===== src/rtl/ppc_pkg.sv =====
// Package for the PowerPC subset executor: opcodes, sub-encodings, state and command types.
// Used by ppc_ctrl, ppc_dpath and the top level; depends on nothing.
package ppc_pkg;

   localparam int MEM_BYTES = 65536;
   localparam int ADDR_W = $clog2(MEM_BYTES);

   localparam logic [5:0] OP_OUT   = 6'd1;
   localparam logic [5:0] OP_CMPI  = 6'd11;
   localparam logic [5:0] OP_ADDI  = 6'd14;
   localparam logic [5:0] OP_BC    = 6'd16;
   localparam logic [5:0] OP_B     = 6'd18;
   localparam logic [5:0] OP_XL    = 6'd19;
   localparam logic [5:0] OP_RLWNM = 6'd21;
   localparam logic [5:0] OP_X     = 6'd31;
   localparam logic [5:0] OP_LWZ   = 6'd32;
   localparam logic [5:0] OP_STW   = 6'd36;
   localparam logic [5:0] OP_STWU  = 6'd37;
   localparam logic [5:0] OP_LMW   = 6'd46;
   localparam logic [5:0] OP_STMW  = 6'd47;

   localparam logic [8:0] X9_ADD  = 9'd266;
   localparam logic [8:0] X9_SUBF = 9'd40;
   localparam logic [9:0] X10_MFLR = 10'd339;
   localparam logic [9:0] X10_MTLR = 10'd467;
   localparam logic [9:0] X10_MR   = 10'd444;
   localparam logic [9:0] X10_CMP  = 10'd0;
   localparam logic [9:0] X10_SLW  = 10'd24;
   localparam logic [9:0] X10_BLR  = 10'd16;

   localparam logic [4:0] BO_NE = 5'd4;
   localparam logic [4:0] BO_GT = 5'd2;
   localparam logic [4:0] BO_LT = 5'd1;

   localparam logic [2:0] CR_LT = 3'd1;
   localparam logic [2:0] CR_GT = 3'd2;
   localparam logic [2:0] CR_EQ = 3'd4;

   localparam logic [0:0] CSR_STACK = 1'b0;
   localparam logic [0:0] CSR_ARG   = 1'b1;

   typedef enum logic [3:0] {
      ST_IDLE, ST_READ, ST_EXEC, ST_MEM, ST_MEMWB, ST_RESP
   } state_type;

   // Command from controller to datapath.
   typedef struct packed {
      logic load_instr;   // capture instruction, start register read
      logic exec;         // execute a register (non-memory) instruction
      logic mem_start;    // issue the next memory byte access
      logic mem_wb;       // complete that access
      logic finish;       // commit pc, load response register
   } cmd_type;

   // Status from datapath to controller.
   typedef struct packed {
      logic is_mem;       // instruction needs memory accesses
      logic mem_last;     // current byte is the last one of the last word
   } stat_type;

endpackage


===== src/rtl/ppc_ctrl.sv =====
// Controller of the PowerPC subset executor: sequences read, execute, memory and response.
// Depends on ppc_pkg.
module ppc_ctrl (
   input  logic              clock,
   input  logic              reset,
   input  logic              req_valid,
   output logic              req_ready,
   output logic              rsp_valid,
   input  logic              rsp_ready,
   input  ppc_pkg::stat_type stat,
   output ppc_pkg::cmd_type  cmd
);
   import ppc_pkg::*;

   state_type state_ff, state_in;

   always_ff @(posedge clock) begin
      if (reset) begin
         state_ff <= ST_IDLE;
      end else begin
         state_ff <= state_in;
      end
   end

   always_comb begin
      state_in = state_ff;
      case (state_ff)
         ST_IDLE:  if (req_valid) state_in = ST_READ;
         ST_READ:  state_in = ST_EXEC;
         ST_EXEC:  state_in = stat.is_mem ? ST_MEM : ST_RESP;
         ST_MEM:   state_in = ST_MEMWB;
         ST_MEMWB: state_in = stat.mem_last ? ST_RESP : ST_MEM;
         ST_RESP:  if (rsp_ready) state_in = ST_IDLE;
         default:  state_in = ST_IDLE;
      endcase
   end

   always_comb begin
      cmd = '0;
      req_ready = 1'b0;
      rsp_valid = 1'b0;
      case (state_ff)
         ST_IDLE: begin
            req_ready = 1'b1;
            cmd.load_instr = req_valid;
         end
         ST_EXEC: begin
            cmd.exec = ~stat.is_mem;
            cmd.finish = ~stat.is_mem;
         end
         ST_MEM:   cmd.mem_start = 1'b1;
         ST_MEMWB: begin
            cmd.mem_wb = 1'b1;
            cmd.finish = stat.mem_last;
         end
         ST_RESP:  rsp_valid = 1'b1;
         default: ;
      endcase
   end

`ifndef NO_ASSERTIONS
   a_resp_after_work: assert property (@(posedge clock) disable iff (reset)
      rsp_valid && !rsp_ready |=> rsp_valid) else $error("response dropped");
   a_no_overlap: assert property (@(posedge clock) disable iff (reset)
      !(req_ready && rsp_valid)) else $error("request taken while response pending");
   a_finish_once: assert property (@(posedge clock) disable iff (reset)
      cmd.finish |=> rsp_valid) else $error("finish without response");
`endif
endmodule


===== config.mk =====
export PLATFORM = sky130hd
export DESIGN_NAME = ppc_ctrl
export DESIGN_NICKNAME = d
export VERILOG_FILES = /design/src/rtl/ppc_pkg.sv /design/src/rtl/ppc_ctrl.sv
export SDC_FILE = /design/constraint.sdc
export NUM_CORES = 1
export LEC_CHECK = 0
export BUFFER_PORTS_ARGS = -buffer_cell sky130_fd_sc_hd__buf_4
export CAP_MARGIN = 20
export CORE_AREA = 2 2 39 41
export CTS_CLUSTER_SIZE = 24
export DETAILED_ROUTE_END_ITERATION = 7
export DIE_AREA = 0 0 41 43
export GPL_TIMING_DRIVEN = 0
export PLACE_DENSITY = 0.47
export SYNTH_ARGS = -nofsm -noshare
export SYNTH_HDL_FRONTEND = slang
export SYNTH_SLANG_ARGS = --single-unit

===== constraint.sdc =====
create_clock -name clock -period 1.35 [get_ports clock]
set_input_delay 0.27 -clock clock [delete_from_list [all_inputs] [get_ports clock]]
set_output_delay 0.27 -clock clock [all_outputs]
set_load 0.02 [all_outputs]

==> impl_results.md, run 1 <==
- Synth area leaders: dfxtp_1 29%, nor2_1 9.0%, a221oi_2 7.2%
- Global-route wire length before repair: 800 um
- DR iter-0 viols: 1
- Internal power: 0.000290 W
- Slew Limit Fails: 0
- WHS Path Cells: 2
- RD Place Congestion: between 0.6 and 0.7
- Worst-Margin Slew: 0.237 ns
- Row count: 14
- Worst min path class: primary input to flip-flop
- Status: completed
- Gr usage total: under 10%
- Total Power: 0.000422 W
- Syn-to-layout area delta: 92.2%
- Core box area: 1380 sq um
- CP Buf/Inv Count: 1
- Pin count of the biggest net entering global routing: 11
- Finished Cell Area: roughly 400 sq um
- Clk pwr share: a little over a third
- Top flop regs: state_ff: 3 flops
- Syn nets: 32
- Commonest cells in the netlist: 5 x nor2_1, 3 x dfxtp_1, 2 x inv_1
- Vias per inst: 3.97
- Synth warnings: 0
- Seq pwr share: between 20% and 30%
- Layout cells sized above 1: around 67%
- Fillers: 158
- PD cells: 1060 nW/um^2
- Clk_skew: 0.000520 ns
- Clk sink count: 3
- Hold buffers post-CTS: 0
- Pre-CTS setup slack: 0.0959 ns
- Yosys reg bits: 3
- Ratio of final minimum period to clock period: 100%
- EDFF count, synth: 0
- RSZ-0062 raised after global routing: true
- Die Y-Extent: 43 um
- Post-Syn Area: between 200 and 250 sq um
- Dominant cell type by area after synthesis: dfxtp_1
- Avg WL per Cell: 8.90 um
- Critical Path Source Type: flip-flop
- Count of cells along the worst register-to-register path: 3
- Sw power: 0.000132 W
- Register area share after synthesis: 28.9%
- Nets: 50
- H-tree depth reported by CTS: 1
- Final number of setup-violating endpoints: 0
- Worst-path clk slew: 0.04 ns
- # Max-Cap Violations: 0
- Cells along the critical path: nand2b_4, nor2_4, o2bb2ai_2, buf_6
- Fmax: approximately 740 MHz
- I/O Buffers: 12
- Worst Setup Path Type: flip-flop to output pin
- I/O pin count: 13
- WP data arrival: about 1.1 ns
- Switch share: around a third
- Die ar.: 1760 sq um
- Vias in the first global route: 229
- Fin crit period: 1.35 ns
- DRC Markers: 0
- Distinct cell type count after synthesis: 19
- Post-place instance area: roughly 330 sq um
- Reg-to-reg slack, setup: 0.24 ns
- WL final: 525 um
- Max_slew headroom: 84.2%
- Max reg flops: 3
- CP max stage delay: around 0.35 ns
- Initial core utilization: ~15%
- TritonCTS Buffers: 3
- Via count: 234
- Crit path depth: 4
- Reg with most FFs: state_ff
- Most frequent cell after synthesis: nor2_1
- Gate power share: 37.5%
- TritonCTS clock tree: yes
- Max FO, Critical Path: 5
- Total grt overflow: 0
- PnR worst setup slack: 0.000590 ns
- Antenna Nets Post-Route: 0
- Avg Cell Area, Syn: 7.99 sq um
- Clock Tree Buf Depth: 2
- Die W: ~41 um
- Synthesized instance count: 26
- CTS root buffer: clkbuf_4
- TNS Setup: 0 ns
- Async S/R FF share, synth: 0%
- Critical Path RT: 1.08 ns
- Final Hold Fails: 0
- Slowest cell on the critical path: dfxtp_4
- Post-synth top area share: between 20% and 30%
- CP endpoint kind: output pin
- Initial antenna violation count: 0
- CP top delay family: flip-flops
- Worst vdd ir: 0.329 mV
- Main synth FF type: dfxtp_1
- DR pass1 iterations: 2
- LEAKAGE: 0.169 nW
- Clk_lat worst skew: 0.23 ns
- ANT cells: 0
layer usage:
layer / track usage (%) / up-vias / wire length (um)
met5: 0 / - / 0
met2: 9.69 / 8 / 253
met1: 7.72 / 102 / 226
li1: - / 124 / -
met4: 10.0 / 0 / 0
met3: 1.57 / 0 / 45
worst paths after layout:
check / endpoint / startpoint
hold / removal: state_ff[2] / reset
setup reg to reg: state_ff[0] / state_ff[0]
hold reg to reg: state_ff[0] / state_ff[0]
setup / recovery: cmd[0] / state_ff[1]
layout by cell type, fill, tap and decap left out, types with 2 or more instances in the layout:
master and instances:
inv_1 2, clkbuf_4 3, buf_4 12, buf_6 2, dfxtp_4 2, nor2_1 4
stage by stage:
step	instances	hold WS (ns)	utilization, %
CTS	59	0.213	28.7
global route	59	0.227	28.8
detailed placement	54	0.463	23.5
finish	59	0.220	28.8
global placement	54	0.464	23.5
floorplan	26	0.336	-
repair_timing:
item	in CTS	in global routing
pin swaps	2	0
cloned	0	0
buffers inserted	1	0
setup endpoints to repair	6	3
gates resized for setup	11	1
final cells by class:
class / count / area, sq um / share of cell area, %
multi-input combinational: 20 / 165 / 41.4
buffer: 1 / 11.3 / 2.82
clock buffer: 4 / 26.3 / 6.58
tap: 16 / 20.0 / 5.02
timing repair buffer: 13 / 101 / 25.4
inverter: 2 / 7.51 / 1.88
sequential: 3 / 67.6 / 16.9
power by group through the flow:
stage | logic (W) | registers, W | clock network, W
6_report | 0.000158 | 0.000110 | 0.000155
5_1_grt | 0.000171 | 0.000111 | 0.000169
4_1_cts | 0.000160 | 0.000110 | 0.000165
3_5_place_dp | 0.000140 | 0.000108 | 0
3_3_place_gp | 0.000141 | 0.000108 | 0
2_1_floorplan | 0.0000885 | 0.000107 | 0
kinds of logic (layout without fill, tap and decap cells):
kind of cell           Yosys count  in the layout  synth area share (%)
flip-flops                       3              3                  28.9
AO/OA/AOI/OAI                    6              6                  25.3
multiplexers                     1              1                  4.82
buffers and inverters            3             20                  9.04
AND/OR/NAND/NOR                 13             13                  31.9
No activity file was read; power rests on OpenSTA's default activity.
==> inputs of run 2 (changes only) <==
--- a/config.mk
+++ b/config.mk
@@ -10,2 +10,3 @@
 export CORE_AREA = 2 2 39 41
+export CTS_BUF_LIST = sky130_fd_sc_hd__clkbuf_8
 export CTS_CLUSTER_SIZE = 24
==> constraint.sdc (replaced) <==
create_clock -name clock -period 1.35 [get_ports clock]
set_input_delay 0.3375 -clock clock [delete_from_list [all_inputs] [get_ports clock]]
set_output_delay 0.3375 -clock clock [all_outputs]
set_load 0.02 [all_outputs]
==> impl_results.md, run 2 (synthesis gave the netlist of run 1 again) <==
- TritonCTS clock tree: yes
- Layout cells sized above 1: 73.3% (+5.9 points)
- Syn-to-layout area delta: 116%
- H-tree depth reported by CTS: 1 (unchanged)
- # Max-Cap Violations: 0 (unchanged)
- DR iter-0 viols: 0 (-1)
- Nets: 52 (+4.0%)
- Top flop regs: state_ff: 3 flops
- I/O Buffers: 12 (unchanged)
- Post-Layout Cell Count: 61 (+3.4%)
- PnR worst setup slack: -0.0409 ns (-0.0415 ns)
- Cells after DPL: 54 (unchanged)
- DP Wirelength: 395 um
- RD Place Congestion: 0.599 (-3.8%)
- Max FO, Critical Path: 4 (-1)
- Reg with most FFs: state_ff
- TritonCTS Buffers: 3 (unchanged)
- Pre-CTS setup slack: 0.0196 ns (-0.0763 ns)
- Avg WL per Cell: 8.66 um (-2.7%)
- Hold buffers post-CTS: 0 (unchanged)
- PD cells: 1200 nW/um^2 (+14%)
- I/O pin count: 13 (unchanged)
- Fmax: 719 MHz (-3.0%)
- Initial core utilization: 15.0% (unchanged)
- Pin count of the biggest net entering global routing: 11 (unchanged)
- Clk sink count: 3 (unchanged)
- Status: finished, violations left
- Antenna Nets Post-Route: 0 (unchanged)
- CTS root buffer: clkbuf_8
- Clock Tree Buf Depth: 2 (unchanged)
- Initial antenna violation count: 0 (unchanged)
- Critical Path RT: 1.01 ns (-0.07 ns)
- Hold_ws: 0.306 ns (+0.0862 ns)
- Most frequent cells in the layout: 12 x buf_4, 4 x buf_6, 4 x nor2_1
- Slew Limit Fails: 0 (unchanged)
- Worst vdd ir: 0.451 mV (+37%)
- Most common cell after layout, fill and taps aside: buf_4
- ANT cells: 0 (unchanged)
- DRC Markers: 0 (unchanged)
- Vias per inst: 3.82 (-3.7%)
- Clk_skew: 0.000318 ns (-0.000202 ns)
- LEAKAGE: 0.196 nW (+16%)
- RSZ-0062 raised after global routing: true
- Critical Path Source Type: flip-flop
- Fin crit period: 1.39 ns (+0.0415 ns)
- Row count: 14 (unchanged)
- Worst-Margin Slew: 0.232 ns (-0.00500 ns)
- WP data arrival: 1.05 ns (-0.03 ns)
- Clk_lat worst skew: 0.21 ns (-0.02 ns)
- Core box area: 1380 sq um (unchanged)
- Final number of setup-violating endpoints: 3 (+3)
- Fin util: 32.5% (+3.6 points)
- Die ar.: 1760 sq um (unchanged)
- Die W: 41 um (unchanged)
- CP endpoint kind: output pin
- Vias in the first global route: 224 (-2.2%)
- Max_slew headroom: 84.5% (+0.33 points)
- Ratio of final minimum period to clock period: 103% (+3.1 points)
- Total Power: 0.000540 W (+28%)
- Worst min path class: primary input to flip-flop
- Die Y-Extent: 43 um (unchanged)
- Worst Setup Path Type: flip-flop to output pin
- Max reg flops: 3 (unchanged)
- DR pass1 iterations: 1 (-1)
- Global-route wire length before repair: 841 um (+5.1%)
- Worst-path clk slew: 0.03 ns (about the same)
- Via count: 233 (-0.43%)
- Total grt overflow: 0 (unchanged)
- Final Hold Fails: 0 (unchanged)
- Violated checks: setup timing
- WL final: 528 um (+0.57%)
- Gr usage total: 7.82% (+0.49 points)
==> run 2: what timing repair did <==
item | CTS | global route
pin swaps | 3 | 1
setup buffers | 3 | 0
resized for setup | 16 | 0
endpoints found under the setup margin | 6 | 4
==> run 2: through the flow <==
step	setup TNS (ns)	cell area [sq um]
after floorplan	-0.000280	221
after global placement	0	332
after detailed placement	0	332
after CTS	-0.124	449
after global routing	-0.279	449
final	-0.0690	449
==> run 2: final timing paths <==
check | end | from | cells past startpoint | slack [ns]
hold reg to reg | state_ff[0] | state_ff[0] | 2 | 0.58
setup reg to reg | state_ff[0] | state_ff[1] | 4 | 0.21
hold / removal | state_ff[2] | reset | 2 | 0.31
setup / recovery | cmd[0] | state_ff[1] | 4 | -0.04
==> run 2: critical path, cell delays in order (launching register included) <==
cell,delay (ns)
dfxtp_4,0.36
nor2b_4,0.16
nand2_2,0.07
o2bb2ai_2,0.12
buf_6,0.13
==> run 2: cell type report <==
type,instances,area [sq um]
inverters,2,7.51
well taps,16,20.0
multi-input cells,20,174
clock buffers,3,41.3
repair buffers,15,124
flip-flops and latches,3,67.6
plain buffers,1,11.3
clock inverters,1,3.75
fillers,141,935
==> run 2: layer usage <==
metal,track usage [%],vias up,routed length (um)
li1,-,129,-
met1,8.01,96,220
met2,10.0,8,265
met3,3.14,0,42
met4,10.0,0,0
met5,0,-,0
==> run 2: where the power goes <==
group | switching, W | internal [W] | total (W)
Combinational | 0.0000815 | 0.0000974 | 0.000179
Sequential | 0.0000124 | 0.0000989 | 0.000111
Clock | 0.0000567 | 0.000193 | 0.000250
Total | 0.000151 | 0.000390 | 0.000540
